File: config.mk
export PLATFORM = sky130hd
export DESIGN_NAME = trimmed_mean_fill_level_core
export DESIGN_NICKNAME = d
export VERILOG_FILES = /design/src/hdl/tmfl_pkg.sv /design/src/hdl/tmfl_cell.sv /design/src/hdl/tmfl_div.sv /design/src/hdl/trimmed_mean_fill_level_core.sv
export SDC_FILE = /design/constraint.sdc
export NUM_CORES = 1
export LEC_CHECK = 0
export ABC_AREA = 1
export BUFFER_PORTS_ARGS = -buffer_cell sky130_fd_sc_hd__buf_2
export CAP_MARGIN = 20
export CORE_MARGIN = 10
export CORE_UTILIZATION = 58
export CTS_CLUSTER_DIAMETER = 30
export DETAILED_ROUTE_END_ITERATION = 7
export HOLD_SLACK_MARGIN = 0.06
export MAX_ROUTING_LAYER = met4
export PLACE_DENSITY = 0.78
export SLEW_MARGIN = 20
export SYNTH_ARGS = -nofsm -noshare
export SYNTH_HDL_FRONTEND = slang
export SYNTH_HIERARCHICAL = 1
export SYNTH_SLANG_ARGS = --single-unit
File: constraint.sdc
create_clock -name clock -period 3.3 [get_ports clock]
set_input_delay 0.66 -clock clock [delete_from_list [all_inputs] [get_ports clock]]
set_output_delay 0.66 -clock clock [all_outputs]
set_load 0.05 [all_outputs]
File: src/hdl/tmfl_pkg.sv
// Shared constants and types for the trimmed-mean fill-level estimator.
package tmfl_pkg;

   // Default values of the top-level parameters.
   localparam int SAMPLES_DEF   = 8;
   localparam int TRIM_DEF      = 2;
   localparam int DIST_BITS_DEF = 16;

   // Fixed field widths of the ports.
   localparam int DIST_W = 16;
   localparam int MEAN_W = 16;
   localparam int FILL_W = 17;
   localparam int CSR_W  = 16;

   // Q.15 scaling of the fill level.
   localparam int                Q15_SHIFT = 15;
   localparam logic [FILL_W-1:0] Q15_ONE   = 17'd32768;

   // Bin height after reset.
   localparam logic [CSR_W-1:0] BIN_HEIGHT_RST = 16'd1000;

   // Control that every cell of the sorted row receives.
   typedef struct packed {
      logic insert;
      logic shift;
   } cell_ctrl_type;

endpackage

File: src/hdl/tmfl_cell.sv
// One cell of the sorted sample row: insertion in place and shifting towards cell zero.
module tmfl_cell #(
   parameter int DIST_BITS = tmfl_pkg::DIST_BITS_DEF
) (
   input  logic                    clock,
   input  tmfl_pkg::cell_ctrl_type ctrl,
   input  logic [DIST_BITS-1:0]    din,
   input  logic [DIST_BITS-1:0]    prev_val,
   input  logic                    prev_gt,
   input  logic [DIST_BITS-1:0]    next_val,
   input  logic                    occupied,
   input  logic                    at_end,
   output logic [DIST_BITS-1:0]    val,
   output logic                    gt
);

   logic [DIST_BITS-1:0] val_ff;
   logic [DIST_BITS-1:0] val_in;

   // This cell holds a value larger than the incoming item.
   assign gt  = val_ff > din;
   assign val = val_ff;

   // Larger entries move up by one; the item lands above the last smaller or equal entry.
   always_comb begin
      val_in = val_ff;
      if (ctrl.insert) begin
         if ((occupied && gt) || at_end) begin
            val_in = prev_gt ? prev_val : din;
         end
      end else if (ctrl.shift) begin
         val_in = next_val;
      end
   end

   always_ff @(posedge clock) begin
      val_ff <= val_in;
   end

endmodule

File: src/hdl/tmfl_div.sv
// Restoring serial divider, one quotient bit per cycle.
module tmfl_div #(
   parameter int NUM_W = 31,
   parameter int DEN_W = tmfl_pkg::CSR_W
) (
   input  logic             clock,
   input  logic             reset,
   input  logic             start,
   input  logic [NUM_W-1:0] numer,
   input  logic [DEN_W-1:0] denom,
   output logic             done,
   output logic [NUM_W-1:0] quot
);

   localparam int CNT_W = $clog2(NUM_W + 1);

   logic [NUM_W-1:0] quo_ff, quo_in;
   logic [DEN_W-1:0] rem_ff, rem_in;
   logic [DEN_W-1:0] den_ff;
   logic [CNT_W-1:0] cnt_ff;
   logic             busy_ff;
   logic             done_ff;
   logic [DEN_W:0]   trial;
   logic [DEN_W:0]   diff;
   logic             ge;

   // One step: bring down the next dividend bit and subtract where it fits.
   always_comb begin
      trial  = {rem_ff, quo_ff[NUM_W-1]};
      ge     = trial >= {1'b0, den_ff};
      diff   = trial - {1'b0, den_ff};
      rem_in = ge ? diff[DEN_W-1:0] : trial[DEN_W-1:0];
      quo_in = {quo_ff[NUM_W-2:0], ge};
   end

   always_ff @(posedge clock) begin
      if (reset) begin
         busy_ff <= 1'b0;
         done_ff <= 1'b0;
         cnt_ff  <= '0;
      end else begin
         done_ff <= 1'b0;
         if (start) begin
            busy_ff <= 1'b1;
            cnt_ff  <= CNT_W'(NUM_W);
         end else if (busy_ff) begin
            cnt_ff <= cnt_ff - 1'b1;
            if (cnt_ff == CNT_W'(1)) begin
               busy_ff <= 1'b0;
               done_ff <= 1'b1;
            end
         end
      end
   end

   // Operand and partial result registers.
   always_ff @(posedge clock) begin
      if (start) begin
         quo_ff <= numer;
         rem_ff <= '0;
         den_ff <= denom;
      end else if (busy_ff) begin
         quo_ff <= quo_in;
         rem_ff <= rem_in;
      end
   end

   assign done = done_ff;
   assign quot = quo_ff;

endmodule

File: src/hdl/trimmed_mean_fill_level_core.sv
// Top level of the trimmed-mean fill-level estimator: sorted cell row, sum, mean and ratio.
// Each item is inserted into the sorted row as it is taken, so items of a group are taken back to back.
// After the last item of a group the input stalls through a summing shift of the row, one
// reciprocal multiply for the mean and one pass of the bit-serial divider; the result is
// valid as the stall ends. A zero bin height skips the divider; a waiting result holds the row too.
// Synchronous reset empties the group, clears the result valid and sets bin height to 1000.
module trimmed_mean_fill_level_core #(
   parameter int SAMPLES   = tmfl_pkg::SAMPLES_DEF,
   parameter int TRIM      = tmfl_pkg::TRIM_DEF,
   parameter int DIST_BITS = tmfl_pkg::DIST_BITS_DEF
) (
   input  logic                                clock,
   input  logic                                reset,
   input  logic                                req_valid,
   output logic                                req_stall,
   input  logic [tmfl_pkg::DIST_W-1:0]         req_distance,
   output logic                                rsp_valid,
   input  logic                                rsp_stall,
   output logic signed [tmfl_pkg::FILL_W-1:0]  rsp_fill_level,
   output logic [tmfl_pkg::MEAN_W-1:0]         rsp_mean_distance,
   output logic                                rsp_clipped,
   input  logic                                csr_we,
   input  logic [tmfl_pkg::CSR_W-1:0]          csr_wdata
);

   localparam int TRIM_EFF = (2 * TRIM >= SAMPLES) ? (SAMPLES - 1) / 2 : TRIM;
   localparam int KEEP     = SAMPLES - 2 * TRIM_EFF;
   localparam int CNT_W    = $clog2(SAMPLES);
   localparam int SUM_W    = DIST_BITS + $clog2(SAMPLES + 1);
   localparam int DW       = (DIST_BITS > tmfl_pkg::CSR_W) ? DIST_BITS : tmfl_pkg::CSR_W;
   localparam int NUM_W    = DW + tmfl_pkg::Q15_SHIFT;
   localparam int FW       = tmfl_pkg::FILL_W;

   // Reciprocal of the kept count: exact truncating division for any sum below 2**SUM_W.
   localparam int              RECIP_L = $clog2(KEEP);
   localparam int              RECIP_S = SUM_W + RECIP_L;
   localparam int              RECIP_W = SUM_W + 1;
   localparam int              PROD_W  = SUM_W + RECIP_W;
   localparam longint unsigned RECIP_M =
      ((64'd1 << RECIP_S) + 64'(KEEP) - 64'd1) / 64'(KEEP);

   typedef enum logic [2:0] {
      S_FILL, S_SUM, S_MEAN, S_RATIO_GO, S_RATIO_WAIT, S_EMIT
   } state_type;

   state_type               state_ff;
   logic [CNT_W-1:0]        count_ff;
   logic [CNT_W-1:0]        shift_ff;
   logic [SUM_W-1:0]        sum_ff;
   logic [DIST_BITS-1:0]    mean_ff;
   logic [tmfl_pkg::CSR_W-1:0] bin_height_ff;
   logic                    neg_ff;
   logic signed [FW-1:0]    fill_ff;
   logic                    clip_ff;
   logic                    rsp_valid_ff;
   logic signed [FW-1:0]    rsp_fill_ff;
   logic [tmfl_pkg::MEAN_W-1:0] rsp_mean_ff;
   logic                    rsp_clip_ff;

   logic                    req_accept;
   logic [DIST_BITS-1:0]    din;
   tmfl_pkg::cell_ctrl_type ctrl;
   logic [DIST_BITS-1:0]    cell_val [SAMPLES];
   logic                    cell_gt  [SAMPLES];

   logic [PROD_W-1:0]       mean_prod;

   logic                    div_start;
   logic [NUM_W-1:0]        div_numer;
   logic [tmfl_pkg::CSR_W-1:0] div_denom;
   logic                    div_done;
   logic [NUM_W-1:0]        div_quot;

   logic [DW-1:0]           mean_ext;
   logic [DW-1:0]           bh_ext;
   logic                    mean_above;
   logic [DW-1:0]           dist_diff;
   logic                    quot_big;
   logic [FW-1:0]           quot_low;
   logic                    out_free;

   // Input handshake: items are taken only while the group is filling.
   assign req_stall  = (state_ff != S_FILL);
   assign req_accept = req_valid && !req_stall;
   assign din        = DIST_BITS'(req_distance);

   assign ctrl.insert = req_accept;
   assign ctrl.shift  = (state_ff == S_SUM);

   // Row of sorting cells; cell zero holds the smallest sample.
   for (genvar i = 0; i < SAMPLES; i++) begin : g_cell
      logic [DIST_BITS-1:0] prev_val;
      logic                 prev_gt;
      logic [DIST_BITS-1:0] next_val;

      if (i == 0) begin : g_first
         assign prev_val = '0;
         assign prev_gt  = 1'b0;
      end else begin : g_mid
         assign prev_val = cell_val[i-1];
         assign prev_gt  = cell_gt[i-1];
      end

      if (i == SAMPLES - 1) begin : g_last
         assign next_val = '0;
      end else begin : g_body
         assign next_val = cell_val[i+1];
      end

      tmfl_cell #(
         .DIST_BITS(DIST_BITS)
      ) u_cell (
         .clock    (clock),
         .ctrl     (ctrl),
         .din      (din),
         .prev_val (prev_val),
         .prev_gt  (prev_gt),
         .next_val (next_val),
         .occupied (count_ff > CNT_W'(i)),
         .at_end   (count_ff == CNT_W'(i)),
         .val      (cell_val[i]),
         .gt       (cell_gt[i])
      );
   end

   // Mean of the kept samples: the sum times the scaled reciprocal of the kept count.
   assign mean_prod = PROD_W'(sum_ff) * PROD_W'(RECIP_W'(RECIP_M));

   // Divider for the distance gap by bin height.
   assign mean_ext   = DW'(mean_ff);
   assign bh_ext     = DW'(bin_height_ff);
   assign mean_above = mean_ext > bh_ext;
   assign dist_diff  = mean_above ? (mean_ext - bh_ext) : (bh_ext - mean_ext);

   assign div_start = (state_ff == S_RATIO_GO);
   assign div_numer = NUM_W'(dist_diff) << tmfl_pkg::Q15_SHIFT;
   assign div_denom = bin_height_ff;

   tmfl_div #(
      .NUM_W(NUM_W),
      .DEN_W(tmfl_pkg::CSR_W)
   ) u_div (
      .clock (clock),
      .reset (reset),
      .start (div_start),
      .numer (div_numer),
      .denom (div_denom),
      .done  (div_done),
      .quot  (div_quot)
   );

   // Ratio magnitude above one saturates when the mean lies beyond the bin bottom.
   assign quot_big = div_quot > NUM_W'(tmfl_pkg::Q15_ONE);
   assign quot_low = div_quot[FW-1:0];
   assign out_free = !rsp_valid_ff || !rsp_stall;

   // Sequencer and registered results.
   always_ff @(posedge clock) begin
      if (reset) begin
         state_ff      <= S_FILL;
         count_ff      <= '0;
         shift_ff      <= '0;
         bin_height_ff <= tmfl_pkg::BIN_HEIGHT_RST;
         rsp_valid_ff  <= 1'b0;
      end else begin
         if (csr_we) begin
            bin_height_ff <= csr_wdata;
         end
         // The result valid rises when a new result is handed over and falls once it is taken.
         if (state_ff == S_EMIT && out_free) begin
            rsp_valid_ff <= 1'b1;
         end else if (rsp_valid_ff && !rsp_stall) begin
            rsp_valid_ff <= 1'b0;
         end
         case (state_ff)
            S_FILL: begin
               if (req_accept) begin
                  if (count_ff == CNT_W'(SAMPLES - 1)) begin
                     count_ff <= '0;
                     shift_ff <= '0;
                     sum_ff   <= '0;
                     state_ff <= S_SUM;
                  end else begin
                     count_ff <= count_ff + 1'b1;
                  end
               end
            end
            S_SUM: begin
               // Cell zero streams out the row in ascending order; the middle part is summed.
               if (shift_ff >= CNT_W'(TRIM_EFF) && shift_ff < CNT_W'(SAMPLES - TRIM_EFF)) begin
                  sum_ff <= sum_ff + SUM_W'(cell_val[0]);
               end
               shift_ff <= shift_ff + 1'b1;
               if (shift_ff == CNT_W'(SAMPLES - 1)) begin
                  state_ff <= S_MEAN;
               end
            end
            S_MEAN: begin
               mean_ff <= mean_prod[RECIP_S +: DIST_BITS];
               if (bin_height_ff == '0) begin
                  fill_ff  <= -$signed(tmfl_pkg::Q15_ONE);
                  clip_ff  <= 1'b1;
                  state_ff <= S_EMIT;
               end else begin
                  state_ff <= S_RATIO_GO;
               end
            end
            S_RATIO_GO: begin
               neg_ff   <= mean_above;
               state_ff <= S_RATIO_WAIT;
            end
            S_RATIO_WAIT: begin
               if (div_done) begin
                  if (!neg_ff) begin
                     fill_ff <= $signed(quot_low);
                     clip_ff <= 1'b0;
                  end else if (quot_big) begin
                     fill_ff <= -$signed(tmfl_pkg::Q15_ONE);
                     clip_ff <= 1'b1;
                  end else begin
                     fill_ff <= $signed(FW'(0) - quot_low);
                     clip_ff <= 1'b0;
                  end
                  state_ff <= S_EMIT;
               end
            end
            S_EMIT: begin
               // The output register loads when the result is handed over.
               if (out_free) begin
                  rsp_fill_ff <= fill_ff;
                  rsp_mean_ff <= tmfl_pkg::MEAN_W'(mean_ff);
                  rsp_clip_ff <= clip_ff;
                  state_ff    <= S_FILL;
               end
            end
            default: begin
               state_ff <= S_FILL;
            end
         endcase
      end
   end

   assign rsp_valid         = rsp_valid_ff;
   assign rsp_fill_level    = rsp_fill_ff;
   assign rsp_mean_distance = rsp_mean_ff;
   assign rsp_clipped       = rsp_clip_ff;

endmodule
# Word level (Yosys, flattened, before mapping)
# Cells that the tools add are included.
# Widths: inputs -> output; s select.
dict set report classes {
  add_sub_neg 8
  magnitude_cmp 21
  n_eq_ne 29
  mux 68
  bitwise 2
  n_reduce_logical 50
}
# cell count
set op_table {}
lappend op_table {{$mux 16} 33}
lappend op_table {{$gt 16x16->1} 9}
lappend op_table {{$mux 17} 4}
lappend op_table {{$mux 31} 2}
lappend op_table {{$mux 20} 3}
lappend op_table {{$sub 16x16->16} 3}
lappend op_table {{$pmux 20 s2} 1}
lappend op_table {{$pmux 17 s2} 1}
lappend op_table {{$gt 31x16->1 const B} 1}
lappend op_table {{$mux 3} 9}
lappend op_table {{$ne 2x1->1 const B} 12}
lappend op_table {{$reduce_and 2->1} 11}
lappend op_table {{$eq 3x3->1 const B} 7}
lappend op_table {{$add 20x16->20} 1}
lappend op_table {{$pmux 3 s6} 1}
lappend op_table {{$ge 17x16->1} 1}
lappend op_table {{$sub 1x17->17 const A} 1}
lappend op_table {{$logic_not 16->1} 1}
lappend op_table {{$eq 3x2->1 const B} 4}
lappend op_table {{$gt 3x3->1 const B} 4}
lappend op_table {{$logic_and 1x1->1} 12}
lappend op_table {{$mux 1} 10}
lappend op_table {{$mux 5} 2}
lappend op_table {{$reduce_and 5->1} 2}
lappend op_table {{20 further kinds} 43}
dict set report word_totals {
  ff_bits 313
  inputBits 37
  elab_cells 206
}

# Longest topological paths before layout
# Gate-level depths: netlist (run 1).
dict set report depth {
  word_depth 5
  mapped_depth 18
  ltp_nobuf 16
}

# By module
# The synthesis (run 1) kept the hierarchy.
# mod instances cells_per_inst area_per_inst_um2 seq_area_each_um2
set by_module_without_submodules {}
lappend by_module_without_submodules {tmfl_cell 8 161 1256.2 480.5}
lappend by_module_without_submodules {trimmed_mean_fill_level_core 1 1004 7602.3 3133.0}
lappend by_module_without_submodules {tmfl_div 1 509 4122.7 1871.8}

# Least setup slack after synthesis (run 1)
# No wires, ideal clock.
dict set report synth_timing {
  path_type {flip-flop to flip-flop}
  from {register state_ff[2]}
  to {register u_div.quo_ff[0] (netlist: u_div/quot[0]) (enable)}
  arrival_time_ps 2864
  required_time_ps 2914
  slack_ps 49
  path_stages_with_launch 6
  n_path_buf 2
  path_cell_list {dfxtp_1 > buf_4 > nor3_1 > buf_2 > nor2_1 > inv_1}
}
dict set report synth_between {
  elab_chain_len 1
}
# element line
set synth_rtl {}
lappend synth_rtl {{from (decl)} trimmed_mean_fill_level_core.sv:46} ;# state_type state_ff;
lappend synth_rtl {{from (signal assigned)} trimmed_mean_fill_level_core.sv:160} ;# state_ff <= S_FILL;
lappend synth_rtl {{from (signal assigned)} trimmed_mean_fill_level_core.sv:182} ;# state_ff <= S_SUM;
lappend synth_rtl {{from (signal assigned)} trimmed_mean_fill_level_core.sv:195} ;# state_ff <= S_MEAN;
lappend synth_rtl {{$eq 3x2->1} trimmed_mean_fill_level_core.sv:135} ;# assign div_start = (state_ff == S_RATIO_GO);
lappend synth_rtl {{via div_start} trimmed_mean_fill_level_core.sv:68} ;# logic div_start;
lappend synth_rtl {{to (signal assigned)} tmfl_div.sv:59} ;# quo_ff <= numer;
lappend synth_rtl {{to (signal assigned)} tmfl_div.sv:63} ;# quo_ff <= quo_in;
lappend synth_rtl {{to (decl)} tmfl_div.sv:17} ;# logic [NUM_W-1:0] quo_ff, quo_in;
# The timed path passes the listed nets, and every way through them passes these cells.
# A chain may end at the register's enable or synchronous reset.

==> results of run 1 <==
-- layer usage --
layer	vias to the layer above	global-route usage (%)	routed length (um)
met4	0	12.1	2160
met2	854	44.3	28300
met3	192	4.31	4270
li1	9521	-	-
met1	9130	30.9	23700
met5	-	-	0
-- per-stage QoR --
step	power, W	utilization (%)	hold slack [ns]	std cells
CTS	0.0142	69.7	0.281	3516
detailed placement	0.00630	62.3	0.405	3371
global route	0.0148	69.7	0.292	3518
floorplan	0.00580	-	0.400	2854
global placement	0.00621	62.3	0.401	3371
finish	0.0142	69.7	0.291	3518
-- how the worst max path moves through the flow --
stage | from | end | cells past startpoint
2_1_floorplan | state_ff[2] | u_div/quot[0] | 5
3_3_place_gp | req_distance[11] | g_cell[1].u_cell/val[2] | 10
3_5_place_dp | req_distance[11] | g_cell[3].u_cell/val[9] | 10
4_1_cts | mean_ext[0] | u_div/quot[30] | 16
5_1_grt | state_ff[1] | g_cell[2].u_cell/val[1] | 10
6_report | state_ff[0] | g_cell[2].u_cell/val[1] | 10
-- sequential cells by signal (all words and copies together) (netlist names), 3 cells and up --
register,count
sum_ff,18
u_div/quot,31
u_div/den_ff,16
mean_ext,16
bh_ext,16
count_ff,3
fill_ff,17
u_div/rem_ff,16
u_div/cnt_ff,5
g_cell.u_cell/val,128
shift_ff,3
state_ff,3
rsp_fill_level,17
rsp_mean_distance,16
-- placed cells by master, fill, tap and decap left out, drive strengths merged, types with 13 or more instances in the layout --
cell,count
nand2,820
inv,414
o21ai,308
nor2,290
edfxtp,262
ha,203
a21oi,139
buf,114
nand3,102
clkbuf,100
conb,55
dfxtp,49
nand4,26
nand3b,23
nor3,22
xor2,21
clkinv,21
bufinv,13
-- critical path, delay by kind of cell, from the launching register on --
family / cells / cell delay [ns]
AO/OA/AOI/OAI: 1 / 0.13
buffers and inverters: 5 / 1.22
flip-flops: 1 / 0.37
AND/OR/NAND/NOR: 4 / 0.61
-- area by class of cell --
cell class / instances / area (sq um)
well taps: 468 / 586
flip-flops and latches: 311 / 8850
clock buffers: 100 / 2080
multi-input cells: 2067 / 11200
inverters: 411 / 1550
diodes: 2 / 5.00
repair buffers: 114 / 713
clock inverters: 45 / 658
fillers: 2879 / 11100
-- power by group --
| part | internal, W | switching [W] | total, W |
|---|---|---|---|
| combinational | 0.000558 | 0.00113 | 0.00169 |
| clock | 0.00548 | 0.00244 | 0.00791 |
| sequential | 0.00447 | 0.000160 | 0.00463 |
==> impl_results.md, run 1 <==
* Highest Clock Rate at 0.374 GHz
* WL/cell at 16.6 um
* Antenna-violating nets left at 0
* CTS Buf Count at 78
* Post-CTS resize count at 0
* Final setup viols at 0
* Cell leakage power at 12.4 nW
* Slowest CP cell: dfxtp_1
* Worst setup margin at 0.625 ns
* Yosys Warn Count at 6
* Final GP Congestion at 0.953
* Dpl hpwl at 42500 um
* Post-DP Area at 22900 sq um
* Post-synthesis cell count at 2800
* CTS H-tree depth at 3
* Setup Skew at 0.0275 ns
* Initial Util at 59.2%
* CP Capture Type: flip-flop
* Iter 0 DRT Violations at 1924
* CTS Hold Buffers Added at 0
* Final Hold Vio Count at 0
* Cell area after synthesis at 21800 sq um
* Post-Route WL at 58500 um
* Nets at 3227
* Root Buffer: clkbuf_16
* Largest net degree at the start of global routing at 43
* DR vias/cell at 5.60
* Pre-Repair DR Iteration Count at 6
* Tightest Pin Transition at 0.771 ns
* CP arrival at 2.94 ns
* Die area at 45700 sq um
* Post-CTS setup buffer count at 0
* Pwr/cell area at 555 nW/um^2
* RR Startpoint: state_ff[0]
* Via count at 19697
* CTS clock-pin slew for the worst setup and hold paths at 0.05 ns
* Crit Path Class: reg2reg
* Total core area at 36800 sq um
* Reg2reg path depth at 10
* VDD IR-drop max at 0.000398 V
* Hold depth at 3
* IO Port Bufs at 72
* Layout overhead on the synthesized area at 17.8%
* Die W at 214 um
* Worst Path Max Fanout at 32
* First-pass GRT wire length at 95500 um
* Tightest Hold Check Type: in2reg
* I/O pins at 73
* DRC at 0
* Clock Latency Late Sink at 0.61 ns
* Crit path launch type: flip-flop
* Syn Area/Cell at 7.77 sq um
* Fin area at 25600 sq um
* Initial antenna violation count at 2
* Worst slew margin at 48.6%
* Fin crit share at 81.1%
* Final Max Slew Viols at 0
* Worst R2R End: g_cell[2].u_cell/val[1]
* Die H at 214 um
* Fin crit period at 2.68 ns
* CP Cell Sequence: inv_1, nand2_1, nor2_1, nand2_1, clkinv_2, buf_12, buf_4, nor2_1, a21oi_2, buf_4
* Max-cap violations at 0
* TritonCTS clock tree: done
* Setup tns final at 0 ns
* Worst Hold Path EP: bh_ext[3]
* Pre-CTS setup slack at 0.359 ns
* Critical path's largest stage delay at 0.37 ns
* Vias in the first global route at 19780
* Num rows at 70
* CP required at 3.57 ns
* Status: complete, no violations
* Clock sink count at 311
* Overflow after GRT at 0
* RSZ-0062 raised after global routing: no
* Share of cells above drive strength 1 at 12.2%
* Total global-route track usage at 26.5%
* Max clock buf depth at 3
* R2r setup slk at 0.62 ns
* Min-delay src: csr_wdata[3]
(Power assumes the default switching activity.)
==> run 2: changes to the inputs <==
--- a/config.mk
+++ b/config.mk
@@ -9,12 +9,12 @@
 export BUFFER_PORTS_ARGS = -buffer_cell sky130_fd_sc_hd__buf_2
 export CAP_MARGIN = 20
 export CORE_MARGIN = 10
-export CORE_UTILIZATION = 58
+export CORE_UTILIZATION = 64
 export CTS_CLUSTER_DIAMETER = 30
 export DETAILED_ROUTE_END_ITERATION = 7
 export HOLD_SLACK_MARGIN = 0.06
 export MAX_ROUTING_LAYER = met4
-export PLACE_DENSITY = 0.78
+export PLACE_DENSITY = 0.82
 export SLEW_MARGIN = 20
 export SYNTH_ARGS = -nofsm -noshare
 export SYNTH_HDL_FRONTEND = slang
==> constraint.sdc (replaced) <==
create_clock -name clock -period 2.7 [get_ports clock]
set_input_delay 0.54 -clock clock [delete_from_list [all_inputs] [get_ports clock]]
set_output_delay 0.54 -clock clock [all_outputs]
set_load 0.05 [all_outputs]
==> impl_results.md, run 2 (synthesis gave the netlist of run 1 again) <==
* RSZ-0062 raised after global routing: no
* Nets at 3244 (+0.53%)
* CTS Buf Count at 77 (-1.3%)
* Root Buffer: clkbuf_16
* Share of cells above drive strength 1 at 13.1% (+0.91 points)
* Crit path launch type: flip-flop
* Worst Path Max Fanout at 67 (+110%)
* Antenna-violating nets left at 0 (unchanged)
* Final GP Congestion at 0.986 (+3.5%)
* Tightest Pin Transition at 0.802 ns (+0.0311 ns)
* Final Hold Vio Count at 0 (unchanged)
* Post-Route WL at 59500 um (+1.7%)
* Max-cap violations at 0 (unchanged)
* Commonest non-fill, non-tap cell in the layout: nand2_1
* WL met2 at 29000 um (+2.5%)
* Number of flip-flops in the largest register at 128 (unchanged)
* Num rows at 67 (-4.3%)
* Post-DP Area at 23100 sq um (+0.88%)
* Final core utilization at 77.0% (+7.2 points)
* Die area at 41800 sq um (-8.5%)
* Final setup viols at 0 (unchanged)
* Crit Path Class: reg2reg
* Final Max Slew Viols at 0 (unchanged)
* Max clock buf depth at 3 (unchanged)
* Critical Path Source: state_ff[1]
* Vias in the first global route at 19868 (+0.44%)
* Top sig layer: met4
* Die W at 204 um (-4.4%)
* Critical path endpoint: g_cell[3].u_cell/val[15]
* Setup Skew at 0.0242 ns (-0.00323 ns)
* CTS H-tree depth at 3 (unchanged)
* Clock sink count at 311 (unchanged)
* Clock Latency Late Sink at 0.60 ns (about the same)
* Worst R2R End: g_cell[3].u_cell/val[15]
* Layout overhead on the synthesized area at 18.5%
* Highest Clock Rate at 0.395 GHz (+5.8%)
* DR vias/cell at 5.64 (+0.74%)
* Tightest Hold Check Type: in2reg
* IO Port Bufs at 72 (unchanged)
* R2r setup slk at 0.17 ns (-0.45 ns)
* Met3 wire len at 4540 um (+6.3%)
* Most frequent cells in the layout: 768 x nand2_1, 380 x inv_1, 272 x nor2_1
* Dpl hpwl at 43000 um (+0.97%)
* Worst slew margin at 46.5% (-2.1 points)
* Total global-route track usage at 29.0% (+2.5 points)
* Tot Pwr at 0.0171 W (+20%)
* Status: complete, no violations
* Post-CTS setup buffer count at 0 (unchanged)
* Total core area at 33500 sq um (-8.8%)
* DRC at 0 (unchanged)
* Die H at 204 um (-4.4%)
* TritonCTS clock tree: done
* CP Capture Type: flip-flop
* CTS clock-pin slew for the worst setup and hold paths at 0.05 ns (about the same)
* RR Startpoint: state_ff[1]
* Overflow after GRT at 0 (unchanged)
* Cell leakage power at 12.4 nW (+0.61%)
* Initial Util at 64.9% (+5.7 points)
* Metal-1 WL at 24000 um (+0.89%)
* Hold_ws at 0.183 ns (-0.108 ns)
* WL/cell at 16.9 um (+1.9%)
* Initial antenna violation count at 1 (-1)
* Iter 0 DRT Violations at 1778 (-7.6%)
* Fin crit period at 2.53 ns (-0.146 ns)
* I/O pins at 73 (unchanged)
* CP required at 3.10 ns (-0.47 ns)
* Pwr/cell area at 663 nW/um^2 (+19%)
* Pre-Repair DR Iteration Count at 5 (-1)
* Fin crit share at 93.7% (+13 points)
* First-pass GRT wire length at 96600 um (+1.1%)
* CP arrival at 2.93 ns (about the same)
* Fin area at 25800 sq um (+0.60%)
* CTS Hold Buffers Added at 0 (unchanged)
* Reg2reg path depth at 9 (-1)
* Via count at 19820 (+0.62%)
* VDD IR-drop max at 0.000749 V (+88%)
* Largest net degree at the start of global routing at 68 (+58%)
-- run 2: changes by cell type in the layout (fill, tap and decap cells not counted), moves of 2 or more --
cell / previous run / this run
inv_8: 0 / 2
clkinvlp_4: 8 / 14
buf_4: 39 / 49
bufinv_16: 13 / 8
buf_12: 3 / 9
clkinv_1: 3 / 5
inv_6: 4 / 11
clkbuf_1: 19 / 5
-- run 2: per-layer routing --
layer,GRT usage (%),vias to the layer above
li1,-,9548
met1,33.8,9206
met2,48.7,885
met3,5.29,181
met4,11.8,0
met5,-,-
-- run 2: worst min-delay path by stage --
stage | startpoint | endpoint | slack [ns] | depth (start not counted)
2_1_floorplan | clip_ff | rsp_clipped | 0.40 | 0
3_3_place_gp | fill_ff[15] | rsp_fill_level[15] | 0.40 | 0
3_5_place_dp | fill_ff[14] | rsp_fill_level[14] | 0.41 | 0
4_1_cts | csr_wdata[9] | bh_ext[9] | 0.17 | 3
5_1_grt | csr_wdata[8] | bh_ext[8] | 0.19 | 3
6_report | csr_wdata[8] | bh_ext[8] | 0.18 | 3
-- run 2: power breakdown --
group          internal [W]  switching, W
combinational      0.000709       0.00138
clock               0.00618       0.00318
sequential          0.00546      0.000198
total                0.0123       0.00476
-- run 2: final cells by class --
| type | count | area [sq um] |
|---|---|---|
| Antenna cell | 1 | 2.50 |
| Sequential cell | 311 | 8850 |
| Fill cell | 2349 | 7730 |
| Clock inverter | 60 | 674 |
| Multi-Input combinational cell | 2067 | 11200 |
| Inverter | 411 | 1560 |
| Clock buffer | 84 | 1980 |
| Timing Repair Buffer | 132 | 935 |
| Tap cell | 448 | 561 |
-- run 2: repair_timing --
action / 4_1_cts / 5_1_grt
gates resized for setup: 1 / 7
setup endpoints to repair: 12 / 71
hold endpoints to repair: 0 / 0
-- run 2: worst max-delay path, stage by stage (launching register included) --
cell and delay (ns):
dfxtp_1 0.32, inv_1 0.24, nand2_1 0.11, nor2_2 0.20, nand2_1 0.19, clkinvlp_4 0.23, buf_12 0.23, buf_8 0.33
o21ai_0 0.18, o21ai_0 0.24
-- run 2: per-stage QoR --
step | setup slack, ns | setup TNS (ns) | std cells
6_report | 0.171 | 0 | 3514
3_5_place_dp | -0.0929 | -0.0973 | 3369
2_1_floorplan | 0.00101 | 0 | 2854
5_1_grt | 0.0270 | 0 | 3514
4_1_cts | 0.0867 | 0 | 3513
3_3_place_gp | 0.0889 | 0 | 3369
==> run 3: changes to the inputs <==
--- a/config.mk
+++ b/config.mk
@@ -9,12 +9,12 @@
 export BUFFER_PORTS_ARGS = -buffer_cell sky130_fd_sc_hd__buf_2
 export CAP_MARGIN = 20
 export CORE_MARGIN = 10
-export CORE_UTILIZATION = 64
+export CORE_UTILIZATION = 26
 export CTS_CLUSTER_DIAMETER = 30
+export CTS_CLUSTER_SIZE = 14
 export DETAILED_ROUTE_END_ITERATION = 7
 export HOLD_SLACK_MARGIN = 0.06
 export MAX_ROUTING_LAYER = met4
-export PLACE_DENSITY = 0.82
 export SLEW_MARGIN = 20
 export SYNTH_ARGS = -nofsm -noshare
 export SYNTH_HDL_FRONTEND = slang
==> impl_results.md, run 3 (synthesis gave the netlist of run 1 again) <==
* Status: complete, no violations
* Total global-route track usage at 12.6% (-16 points)
* Min-delay src: csr_wdata[6]
* Crit Path Class: reg2reg
* Critical path's largest stage delay at 0.46 ns (+0.13 ns)
* CTS H-tree depth at 3 (unchanged)
* Die W at 309 um (+51%)
* Pre-Repair DR Iteration Count at 6 (+1)
* Pre-CTS setup slack at -0.106 ns (-0.0128 ns)
* Worst setup margin at 0.202 ns (+0.0312 ns)
* Crit-path most repeated cell: nand2_1
* Max clock buf depth at 3 (unchanged)
* CP Cell Sequence: inv_1, ha_1, nand2_1, inv_2, nand2_2, nor3_1, nand2_1, nand2_8, inv_8, nand2_1, nand2_1, nand2_1, nand2_1
* CP Capture Type: flip-flop
* Vias in the first global route at 17852 (-10%)
* Antenna-violating nets left at 0 (unchanged)
* Fin area at 26700 sq um (+3.3%)
* Crit path launch type: flip-flop
* RR Startpoint: mean_ext[5]
* Initial Util at 26.1% (-39 points)
* Cell leakage power at 12.5 nW (+0.74%)
* Iter 0 DRT Violations at 1170 (-34%)
* Highest Clock Rate at 0.400 GHz (+1.2%)
* WL/cell at 14.1 um (-17%)
* Worst slew margin at 58.1% (+12 points)
* CP delay by family, top: simple AND/OR/NAND/NOR gates
* Layout overhead on the synthesized area at 22.5%
* CP arrival at 2.84 ns (-0.09 ns)
* Worst Path Max Fanout at 18 (-73%)
* Clock sink count at 311 (unchanged)
* Fin crit share at 92.5% (-1.2 points)
* I/O pins at 73 (unchanged)
* CTS clock-pin slew for the worst setup and hold paths at 0.05 ns (about the same)
* Initial antenna violation count at 0 (-1)
* Setup Skew at 0.0268 ns (+0.00261 ns)
* Critical Path Source: mean_ext[5]
* Most frequent cells in the layout: 768 x nand2_1, 380 x inv_1, 273 x nor2_1
* DRC at 0 (unchanged)
* DR vias/cell at 4.43 (-21%)
* Dpl hpwl at 45000 um (+4.8%)
* Die area at 95700 sq um (+130%)
* VDD IR-drop max at 0.000422 V (-44%)
* Final Max Slew Viols at 0 (unchanged)
* Final-layout fill cell count at 8765 (+270%)
* Fin crit period at 2.50 ns (-0.0312 ns)
* Final GP Congestion at 0.884 (-10%)
* Num rows at 106 (+58%)
* Pwr/cell area at 632 nW/um^2 (-4.6%)
* Die H at 309 um (+51%)
* Nets at 3266 (+0.68%)
* CTS Buf Count at 77 (unchanged)
* Tightest Pin Transition at 0.626 ns (-0.176 ns)
* Inserted Diodes at 0 (-1)
* Final setup viols at 0 (unchanged)
* IO Port Bufs at 72 (unchanged)
* Commonest non-fill, non-tap cell in the layout: nand2_1
* TritonCTS clock tree: done
* RSZ-0062 raised after global routing: no
* Largest net degree at the start of global routing at 63 (-7.4%)
* First-pass GRT wire length at 94600 um (-2.0%)
* Post-Route WL at 58600 um (-1.5%)
* Total core area at 83300 sq um (+150%)
* Max-cap violations at 0 (unchanged)
* Final Hold Vio Count at 0 (unchanged)
* Post-DP Area at 24100 sq um (+4.1%)
* Overflow after GRT at 0 (unchanged)
* Tightest Hold Check Type: in2reg
* CP required at 3.04 ns (-0.06 ns)
* Share of cells above drive strength 1 at 13.1% (about the same)
* Via count at 18449 (-6.9%)
* CTS Hold Buffers Added at 0 (unchanged)
* Number of flip-flops in the largest register at 128 (unchanged)
* Slowest CP cell: edfxtp_1
* Buffers & Inverters on Critical Path at 3 (-1)
* Clock Latency Late Sink at 0.60 ns (about the same)
* Root Buffer: clkbuf_16
run 3: cell types whose count changed in the layout (fill, tap and decap cells not counted), moves of 3 or more:
cell	change
bufinv_16	+3
clkinvlp_4	-9
clkinv_1	+9
clkbuf_1	+4
buf_4	+24
clkinv_4	-3
inv_6	-6
run 3: stage by stage:
| step | hold slack, ns | setup TNS, ns | total power (W) | util (%) | instances |
|---|---|---|---|---|---|
| final | 0.166 | 0 | 0.0169 | 32.0 | 4161 |
| after floorplan | 0.400 | 0 | 0.00709 | - | 2854 |
| after detailed placement | 0.405 | -2.91 | 0.00776 | 28.9 | 4022 |
| after global routing | 0.158 | 0 | 0.0177 | 32.0 | 4161 |
| after global placement | 0.402 | -0.197 | 0.00772 | 28.9 | 4022 |
| after CTS | 0.132 | 0 | 0.0170 | 32.0 | 4160 |
run 3: what timing repair did:
| item | CTS | global route |
|---|---|---|
| setup endpoints to repair | 0 | 13 |
| buffers inserted | 0 | 1 |
| resized for setup | 0 | 2 |
| endpoints found under the hold margin | 0 | 0 |
run 3: cell type report:
cell class              count  area, sq um  area share [%]
flip-flops and latches    311         8850            33.2
well taps                1080         1350            5.07
inverters                 411         1550            5.83
multi-input cells        2067        11200            42.1
clock buffers              89         2010            7.55
clock inverters            49          574            2.15
repair buffers            154         1090            4.08
run 3: path summary, 6_finish.rpt:
path	endpoint	slack [ns]	cells past startpoint
setup reg to reg	u_div/quot[24]	0.20	13
hold reg to reg	rsp_fill_level[4]	0.41	0
hold / removal	bh_ext[6]	0.17	3
setup / recovery	u_div/quot[24]	0.20	13
run 3: worst reg2reg max path, delay by kind of cell, from the launching register on:
family | cells | cell delay, ns
flip-flops | 1 | 0.46
buffers and inverters | 3 | 0.28
AND/OR/NAND/NOR | 9 | 1.08
adder cells (fa/ha/maj) | 1 | 0.42
run 3: where the power goes:
| part | switching, W | internal (W) | leakage, nW |
|---|---|---|---|
| logic | 0.00130 | 0.000715 | 8.45 |
| clock network | 0.00282 | 0.00634 | 1.25 |
| registers | 0.000213 | 0.00547 | 2.81 |
| total | 0.00434 | 0.0125 | 12.5 |
run 3: routing by layer:
layer	vias up	GRT usage, %	routed length (um)
li1	9592	-	-
met1	8382	15.6	26700
met2	406	20.7	27800
met3	69	2.43	3030
met4	0	3.46	1110
met5	-	-	0
